[src/design/edf_pkg.sv]
// Shared constants and types for the EDF tick scheduler.
`timescale 1ns / 1ps
package edf_pkg;

  localparam int unsigned CFG_DATA_BITS = 64;
  localparam int unsigned FIELD_BITS    = 16;

  // task word layout
  localparam int unsigned PHASE_LSB  = 48;
  localparam int unsigned PERIOD_LSB = 32;
  localparam int unsigned WCET_LSB   = 16;
  localparam int unsigned DLINE_LSB  = 0;

  // config register indexes; task i word sits at CFG_TASK_BASE + i
  localparam int unsigned CFG_ENABLE    = 0;
  localparam int unsigned CFG_TASK_BASE = 1;

  typedef struct packed {
    logic clear;  // free every slot
    logic run;    // charge one tick to the selected slot
  } cell_cmd_t;

endpackage

[src/design/edf_cell.sv]
// One job slot: takes a pending release as the wave passes and forwards the best job so far.
`timescale 1ns / 1ps
module edf_cell #(
  parameter int unsigned TASKS     = 4,
  parameter int unsigned SLOTS     = 16,
  parameter int unsigned TIME_BITS = 32,
  parameter int unsigned IDX       = 0,
  localparam int unsigned TB = (TASKS > 1) ? $clog2(TASKS) : 1,
  localparam int unsigned SB = $clog2(SLOTS),
  localparam int unsigned FB = edf_pkg::FIELD_BITS
) (
  input  logic                 clk,
  input  logic                 rst,
  input  edf_pkg::cell_cmd_t   cmd,
  input  logic [SB-1:0]        run_slot,
  input  logic [TIME_BITS-1:0] now,
  input  logic [TIME_BITS-1:0] task_dl [TASKS],
  input  logic [FB-1:0]        task_wcet [TASKS],
  // wave in
  input  logic                 in_active,
  input  logic [TASKS-1:0]     in_mask,
  input  logic                 in_bvalid,
  input  logic [SB-1:0]        in_bslot,
  input  logic [TIME_BITS-1:0] in_bdl,
  input  logic [TIME_BITS-1:0] in_brel,
  input  logic [TB-1:0]        in_btask,
  input  logic                 in_blast,
  // wave out
  output logic                 out_active,
  output logic [TASKS-1:0]     out_mask,
  output logic                 out_bvalid,
  output logic [SB-1:0]        out_bslot,
  output logic [TIME_BITS-1:0] out_bdl,
  output logic [TIME_BITS-1:0] out_brel,
  output logic [TB-1:0]        out_btask,
  output logic                 out_blast,
  output logic                 slot_valid
);

  logic [TB-1:0]        job_task;
  logic [TIME_BITS-1:0] deadline;
  logic [TIME_BITS-1:0] rel_time;
  logic [FB-1:0]        remaining;

  logic [TASKS-1:0]     pick;
  logic [TB-1:0]        pick_idx;
  logic                 take;
  logic                 sel;
  logic                 e_valid;
  logic [TB-1:0]        e_task;
  logic [TIME_BITS-1:0] e_dl;
  logic [TIME_BITS-1:0] e_rel;
  logic [FB-1:0]        e_rem;
  logic                 win;

  always_comb begin
    pick     = in_mask & (~in_mask + TASKS'(1));
    pick_idx = '0;
    for (int i = 0; i < TASKS; i++) begin
      if (pick[i]) pick_idx = TB'(i);
    end
    take    = in_active && !slot_valid && (in_mask != '0);
    e_valid = slot_valid || take;
    e_task  = take ? pick_idx : job_task;
    e_dl    = take ? task_dl[pick_idx] : deadline;
    e_rel   = take ? now : rel_time;
    e_rem   = take ? task_wcet[pick_idx] : remaining;
    // deadline ties go to the earlier release, then lower task; full ties to the lower slot
    win = e_valid && (!in_bvalid || (e_dl < in_bdl) ||
                      ((e_dl == in_bdl) && (e_rel < in_brel)) ||
                      ((e_dl == in_bdl) && (e_rel == in_brel) && (e_task < in_btask)));
  end

  assign sel = cmd.run && (run_slot == SB'(IDX));

  always_ff @(posedge clk) begin
    if (rst) begin
      slot_valid <= 1'b0;
      out_active <= 1'b0;
    end else begin
      out_active <= in_active;
      if (cmd.clear) begin
        slot_valid <= 1'b0;
      end else if (take) begin
        slot_valid <= 1'b1;
      end else if (sel && remaining <= FB'(1)) begin
        slot_valid <= 1'b0;
      end
    end
  end

  always_ff @(posedge clk) begin
    if (take) begin
      job_task  <= pick_idx;
      deadline  <= task_dl[pick_idx];
      rel_time  <= now;
      remaining <= task_wcet[pick_idx];
    end else if (sel && remaining != '0) begin
      remaining <= remaining - FB'(1);
    end
    out_mask <= take ? (in_mask & ~pick) : in_mask;
    if (win) begin
      out_bvalid <= 1'b1;
      out_bslot  <= SB'(IDX);
      out_bdl    <= e_dl;
      out_brel   <= e_rel;
      out_btask  <= e_task;
      out_blast  <= (e_rem <= FB'(1));
    end else begin
      out_bvalid <= in_bvalid;
      out_bslot  <= in_bslot;
      out_bdl    <= in_bdl;
      out_brel   <= in_brel;
      out_btask  <= in_btask;
      out_blast  <= in_blast;
    end
  end

endmodule

[config.mk]
export PLATFORM = sky130hd
export DESIGN_NAME = edf_cell
export DESIGN_NICKNAME = d
export VERILOG_FILES = /design/src/design/edf_pkg.sv /design/src/design/edf_cell.sv
export SDC_FILE = /design/constraint.sdc
export NUM_CORES = 1
export LEC_CHECK = 0
export BUFFER_PORTS_ARGS = -buffer_cell sky130_fd_sc_hd__buf_2
export CAP_MARGIN = 30
export CORE_AREA = 2 2 149 151
export DETAILED_ROUTE_END_ITERATION = 8
export DIE_AREA = 0 0 151 153
export GPL_ROUTABILITY_DRIVEN = 0
export GPL_TIMING_DRIVEN = 1
export PLACE_DENSITY = 0.69
export SYNTH_ARGS = -nofsm -noshare
export SYNTH_HDL_FRONTEND = slang
export SYNTH_SLANG_ARGS = --single-unit
[constraint.sdc]
create_clock -name clk -period 6.2 [get_ports clk]
set_clock_uncertainty 0.05 [all_clocks]
set_input_delay 0.62 -clock clk [delete_from_list [all_inputs] [get_ports clk]]
set_output_delay 0.62 -clock clk [all_outputs]
set_load 0.03 [all_outputs]
* After elaboration in Yosys (flattened, before gate mapping) *
Index checks and enable logic that the tools add are counted.

word-level totals
  register bits = 160
  input bits = 309
  output and inout port bits = 78
  word-level logic and storage cells = 71

operators by class
  add/subtract/negate cells = 2
  order comparisons = 6
  equality and inequality tests = 2
  mux-type cells = 22
  bitwise operators = 5
  reductions and logical operators = 21

operators by type and width
  cell                   count
  $mux 32                6
  $mux 16                5
  $bmux 32 s2            1
  $eq 32x32->1           2
  $lt 32x32->1           2
  $bmux 16 s2            1
  $le 16x1->1 const B    2
  $reduce_bool 16->1     1
  $sub 16x1->16 const B  1
  $logic_and 1x1->1      9
  $and 4x4->4            2
  $mux 2                 4
  $not 4->4              2
  $add 4x1->4 const B    1
  $logic_not 4->1        1
  $logic_or 1x1->1       4
  $mux 1                 4
  $mux 4                 1
  $reduce_bool 2->1      2
  $reduce_bool 4->1      1
  $ge 3x3->1 const B     1
  $not 2->3              1
  $logic_not 1->1        2
  $lt 2x2->1             1
  $reduce_or 2->1        1

* Depth between registers and ports, before layout *
  depth after elaboration = 17
  gate-level depth with buffers = 19
  depth with buffers taken out = 15

* Worst setup path before layout *
OpenSTA, ideal clock, no wires.

  kind = input port to flip-flop
  from = input in_mask[2]
  to = register out_bdl[0]
  library setup time = 0.121 ns
  arrival = 4.109 ns
  data required time = 6.029 ns
  slack = 1.921 ns
  stages on the path = 17
  buffers on the path = 3
  path through = buf_6 -> nor2b_1 -> nor2_1 -> nor2_2 -> buf_4 -> mux4_2 -> nand2_1 -> nand2_1 -> ha_1 -> nand4_1 -> nor3_1 -> nand3_1 -> nor3_1 -> o22ai_1 -> o2bb2ai_2 -> buf_6 -> mux2_2

between the ends
  longest elaborated chain between the ends = 16
  elaborated cells between the ends (all ways) = 28
  those cells by class = 1 x add/sub; 3 x order compare; 2 x eq/ne; 9 x mux; 3 x bitwise; 10 x reduce/logical

ends and longest elaborated chain
  element                                                       RTL line                                        text
  start: declaration                                            edf_cell.sv:21                                  input logic [TASKS-1:0] in_mask,
  $not 4->4                                                     edf_cell.sv:57                                  pick = in_mask & (~in_mask + TASKS'(1));
  $add 4x1->4                                                   edf_cell.sv:57
  $and 4x4->4                                                   edf_cell.sv:57
  $mux 2 (2 in a row)                                           edf_cell.sv:60                                  if (pick[i]) pick_idx = TB'(i);
  $not 2->3 (implied by the code)                               edf_cell.sv:65                                  e_dl = take ? task_dl[pick_idx] : deadline;
  $bmux 32 s2                                                   edf_cell.sv:65
  $mux 32 (implied by the code) (2 in a row)                    edf_cell.sv:65
  $mux 32 (*)                                                   edf_cell.sv:65
  via e_dl[14]                                                  edf_cell.sv:51                                  logic [TIME_BITS-1:0] e_dl;
  $lt 32x32->1 / $eq 32x32->1 (equally long branches)           edf_cell.sv:69, edf_cell.sv:70, edf_cell.sv:71
  $logic_or 1x1->1 (tied with other cells)                      edf_cell.sv:69                                  win = e_valid && (!in_bvalid || (e_dl < in_bdl) ||
  $logic_or 1x1->1 / $logic_and 1x1->1 (equally long branches)  edf_cell.sv:69, edf_cell.sv:71
  $logic_or 1x1->1 (*)                                          edf_cell.sv:70                                  ((e_dl == in_bdl) && (e_rel < in_brel)) ||
  $logic_and 1x1->1 (*)                                         edf_cell.sv:69
  $mux 32 (*)                                                   edf_cell.sv:102                                 if (win) begin
  end signal: assignment                                        edf_cell.sv:105                                 out_bdl <= e_dl;
  end signal: assignment                                        edf_cell.sv:112                                 out_bdl <= in_bdl;
  end: declaration                                              edf_cell.sv:33                                  output logic [TIME_BITS-1:0] out_bdl,

Mark *: on every way through the listed nets, which the timed path passes. The rest lies on a longest branch. The select of a mux whose other input is x is not followed.
A chain may end at the register's enable or synchronous reset.

* Worst setup path in the final report *
  from = register slot_valid
  to = register out_bdl[29]

between the ends
  longest elaborated chain between the ends = 10
  elaborated cells between the ends (all ways) = 20
  those cells by class = 3 x order compare; 2 x eq/ne; 4 x mux; 11 x reduce/logical

ends and longest elaborated chain
  element                                                       RTL line                                        text
  start: declaration                                            edf_cell.sv:37                                  output logic slot_valid
  start signal: assignment                                      edf_cell.sv:78                                  slot_valid <= 1'b0;
  start signal: assignment                                      edf_cell.sv:83                                  slot_valid <= 1'b0;
  start signal: assignment                                      edf_cell.sv:85                                  slot_valid <= 1'b1;
  $logic_not 1->1 (*)                                           edf_cell.sv:62                                  take = in_active && !slot_valid && (in_mask != '0);
  $logic_and 1x1->1 (*) (2 in a row)                            edf_cell.sv:62
  $mux 32 (*)                                                   edf_cell.sv:65
  via e_dl[13]                                                  edf_cell.sv:51
  $lt 32x32->1 / $eq 32x32->1 (equally long branches)           edf_cell.sv:69, edf_cell.sv:70, edf_cell.sv:71
  $logic_or 1x1->1 (tied with other cells)                      edf_cell.sv:69
  $logic_or 1x1->1 / $logic_and 1x1->1 (equally long branches)  edf_cell.sv:69, edf_cell.sv:71
  $logic_or 1x1->1 (*)                                          edf_cell.sv:70
  $logic_and 1x1->1 (*)                                         edf_cell.sv:69
  $mux 32 (*)                                                   edf_cell.sv:102

Mark *: on every way through the listed nets, which the timed path passes. The rest lies on a longest branch.

==> metrics.yaml <==
status:
  outcome: "finished clean"
power_and_ir_drop:
  power_density_nw_per_um2: 294
  leakagePower_nw: 5.69
  vdd_drop_max_mv: 0.158
finish:
  area_growth_pct: 32.4
  fill_cells: 1979
  drive_gt1_share_pct: 42.7
  finish.net_count: 1623
  fin_area_um2: 11300
yosys:
  syn_nets: 1245
  synth_edf_count: 16
  yosysWarnings: 0
  yosysSeqAreaShare_pct: 39.5
  synth-seq-cells: 160
  syn_area_per_cell_um2: 9.80
  async_flop_share_pct: 0
  netlist_area_um2: 8520
  syn_inst: 869
  synth_flop_cell: "dfxtp_1"
  ys_types: 53
timing:
  slew_violations: 0
  maxSlewHeadroom_pct: 39.6
  hold_violations: 0
  timing.final.crit_share_pct: 79.6
  rsz0062_at_grt: "false"
  tns_ps: 0
  fmax_ghz: 0.203
  worst_pin_slew_ps: 904
  min_period_ps: 4930
  setup_viol: 0
global_route:
  overflow: 0
  grt_pass1_vias: 8073
  grt_usage_pct: 23.0
  grt_max_degree: 46
  grt_pass1_wl_um: 41000
  antenna_found_initial: 2
critical_path:
  worst_path_largest_cell_delay_ps: 610
  end_kind: "flop"
  cp.required_ps: 6450
  worst_setup_path_start_kind: "flop"
  r2r_slack_ps: 1270
  criticalPathCategory: "reg -> reg"
  cp_top_family: "simple AND/OR/NAND/NOR gates"
  path_max_fanout: 38
  worstPathCellList: "nor2b_1 > nand2_2 > buf_4 > nand2_1 > nand2_1 > ha_1 > nand4_1 > nor3_1 > nand3_1 > nor3_1 > o22ai_1 > o2bb2ai_4 > buf_4 > mux2_2"
  cp.buffers_inverters: 2
  cp.arrival_ps: 5180
  slowest_stage: "nand2_2"
place:
  port_buffers: 386
  hpwl_um: 21100
  place_area_um2: 10700
cts:
  cts_tree: "done"
  clockRootBuffer: "clkbuf_16"
  post_cts_buffers: 0
  cts_max_path_buffers: 2
  insertion_delay_ps: 420
  cts_made_buffers: 17
  clock_sinks: 160
  cts_hold_buf: 0
  cts_max_level: 4
  postCtsResizedCells: 0
  path_clk_slew_ps: 60
drt:
  drt_first_iter_violations: 302
  post_drt_wl_per_cell_um: 17.1
  firstDrtPassIters: 4
  drc: 0
  antenna_left: 0
  routed_wl_um: 26400
  vias: 7781
  via_per_inst: 5.05
floorplan:
  fp-row-count: 54
  initial_core_util_pct: 39.6
  fp.dieH_um: 153
  io_pins: 387
  dieArea_um2: 23100
  die_w_um: 151
  core_um2: 21500
worst_hold_path:
  hold_class: "in -> reg"
flow_run:
  cap_viol_max_count: 0
metal layers:
metal | share of wire, % | vias to the layer above | wire, um | global-route usage, %
met2 | 48 | 295 | 12700 | 39.1
met4 | 2.5 | 0 | 665 | 7.88
met1 | 43 | 3664 | 11300 | 28.1
met3 | 6.6 | 46 | 1750 | 6.12
met5 | 0 | - | 0 | 0
li1 | - | 3776 | - | -
stage by stage:
step / setup slack [ps] / utilization, % / hold WS, ps / instances / power, mW
2_1_floorplan: 1920 / - / 383 / 869 / 1.96
3_3_place_gp: 835 / 49.8 / 401 / 1508 / 2.27
3_5_place_dp: 791 / 49.8 / 407 / 1508 / 2.29
4_1_cts: 1170 / 52.5 / 307 / 1539 / 3.34
5_1_grt: 762 / 52.5 / 316 / 1541 / 3.48
6_report: 1270 / 52.5 / 339 / 1541 / 3.31
path summary, 6_finish.rpt:
check	startpoint	end	cells past startpoint
setup / recovery	slot_valid	out_bdl[29]	14
hold / removal	rst	out_active	2
setup reg to reg	slot_valid	out_bdl[29]	14
hold reg to reg	deadline[29]	deadline[29]	2
layout make-up:
type | count | area, um2 | share of cell area [%]
inverters | 77 | 289 | 2.56
multi-input cells | 595 | 4670 | 41.4
well taps | 280 | 350 | 3.11
flip-flops and latches | 160 | 3360 | 29.8
clock inverters | 14 | 151 | 1.34
repair buffers | 396 | 2020 | 17.9
diodes | 2 | 5.00 | 0.0444
clock buffers | 17 | 425 | 3.77
report_power, final:
part / internal, mW / leakage, nW / total (mW) / switching (mW)
Sequential: 1.22 / 1.37 / 1.28 / 0.0587
Clock: 0.598 / 0.286 / 1.04 / 0.440
Combinational: 0.405 / 4.04 / 0.992 / 0.587
cell usage after synthesis (15+ instances only):
cell	number	share of area, %
nand4_1	15	1.1
dfxtp_1	144	34
ha_1	67	9.8
mux2_2	66	8.7
edfxtp_1	16	5.6
inv_1	77	3.4
clkbuf_1	18	0.79
mux4_2	38	10
a21oi_1	32	1.9
nor2_1	27	1.2
nand2_1	222	9.8
o21ai_0	24	1.4
worst register-to-register path, stage by stage (launching register included):
cell       delay [ps]
dfxtp_1           390
nor2b_1           460
nand2_2           610
buf_4             490
nand2_1           120
nand2_1           100
ha_1              310
nand4_1           150
nor3_1            350
nand3_1           140
nor3_1            390
o22ai_1           210
o2bb2ai_4         160
buf_4             450
mux2_2            440
placed cells by master, fill, tap and decap left out, types with 9 or more instances in the layout:
master	synthesis	final
xnor2_1	10	10
nor2_1	27	27
clkbuf_16	0	17
dfxtp_1	144	144
inv_1	77	77
mux2_2	66	66
ha_1	67	67
a21oi_1	32	31
edfxtp_1	16	16
nand4_1	15	15
buf_4	4	9
o21ai_0	24	23
nand2_1	222	221
nor3_1	10	10
buf_2	3	386
mux4_2	38	38
nand3_1	9	9
cells by family (layout without fill, tap and decap cells):
kind of cell,count (synthesis),in the layout,share of synthesized area [%]
flip-flops,160,160,39.5
multiplexers,115,115,21.2
XOR/XNOR,13,13,1.34
AO/OA/AOI/OAI,89,89,6.52
adder cells (fa/ha/maj),67,67,9.84
buffers and inverters,114,504,6.13
other,0,2,0
AND/OR/NAND/NOR,311,311,15.5
registers in the layout, summed over array words and instances, names as in the netlist:
name,cells
slot_valid,1
out_bslot,4
rel_time,32
deadline,32
out_active,1
out_bdl,32
out_btask,2
out_blast,1
out_brel,32
remaining,16
out_mask,4
out_bvalid,1
job_task,2
Power figures use the tool's default switching activity.
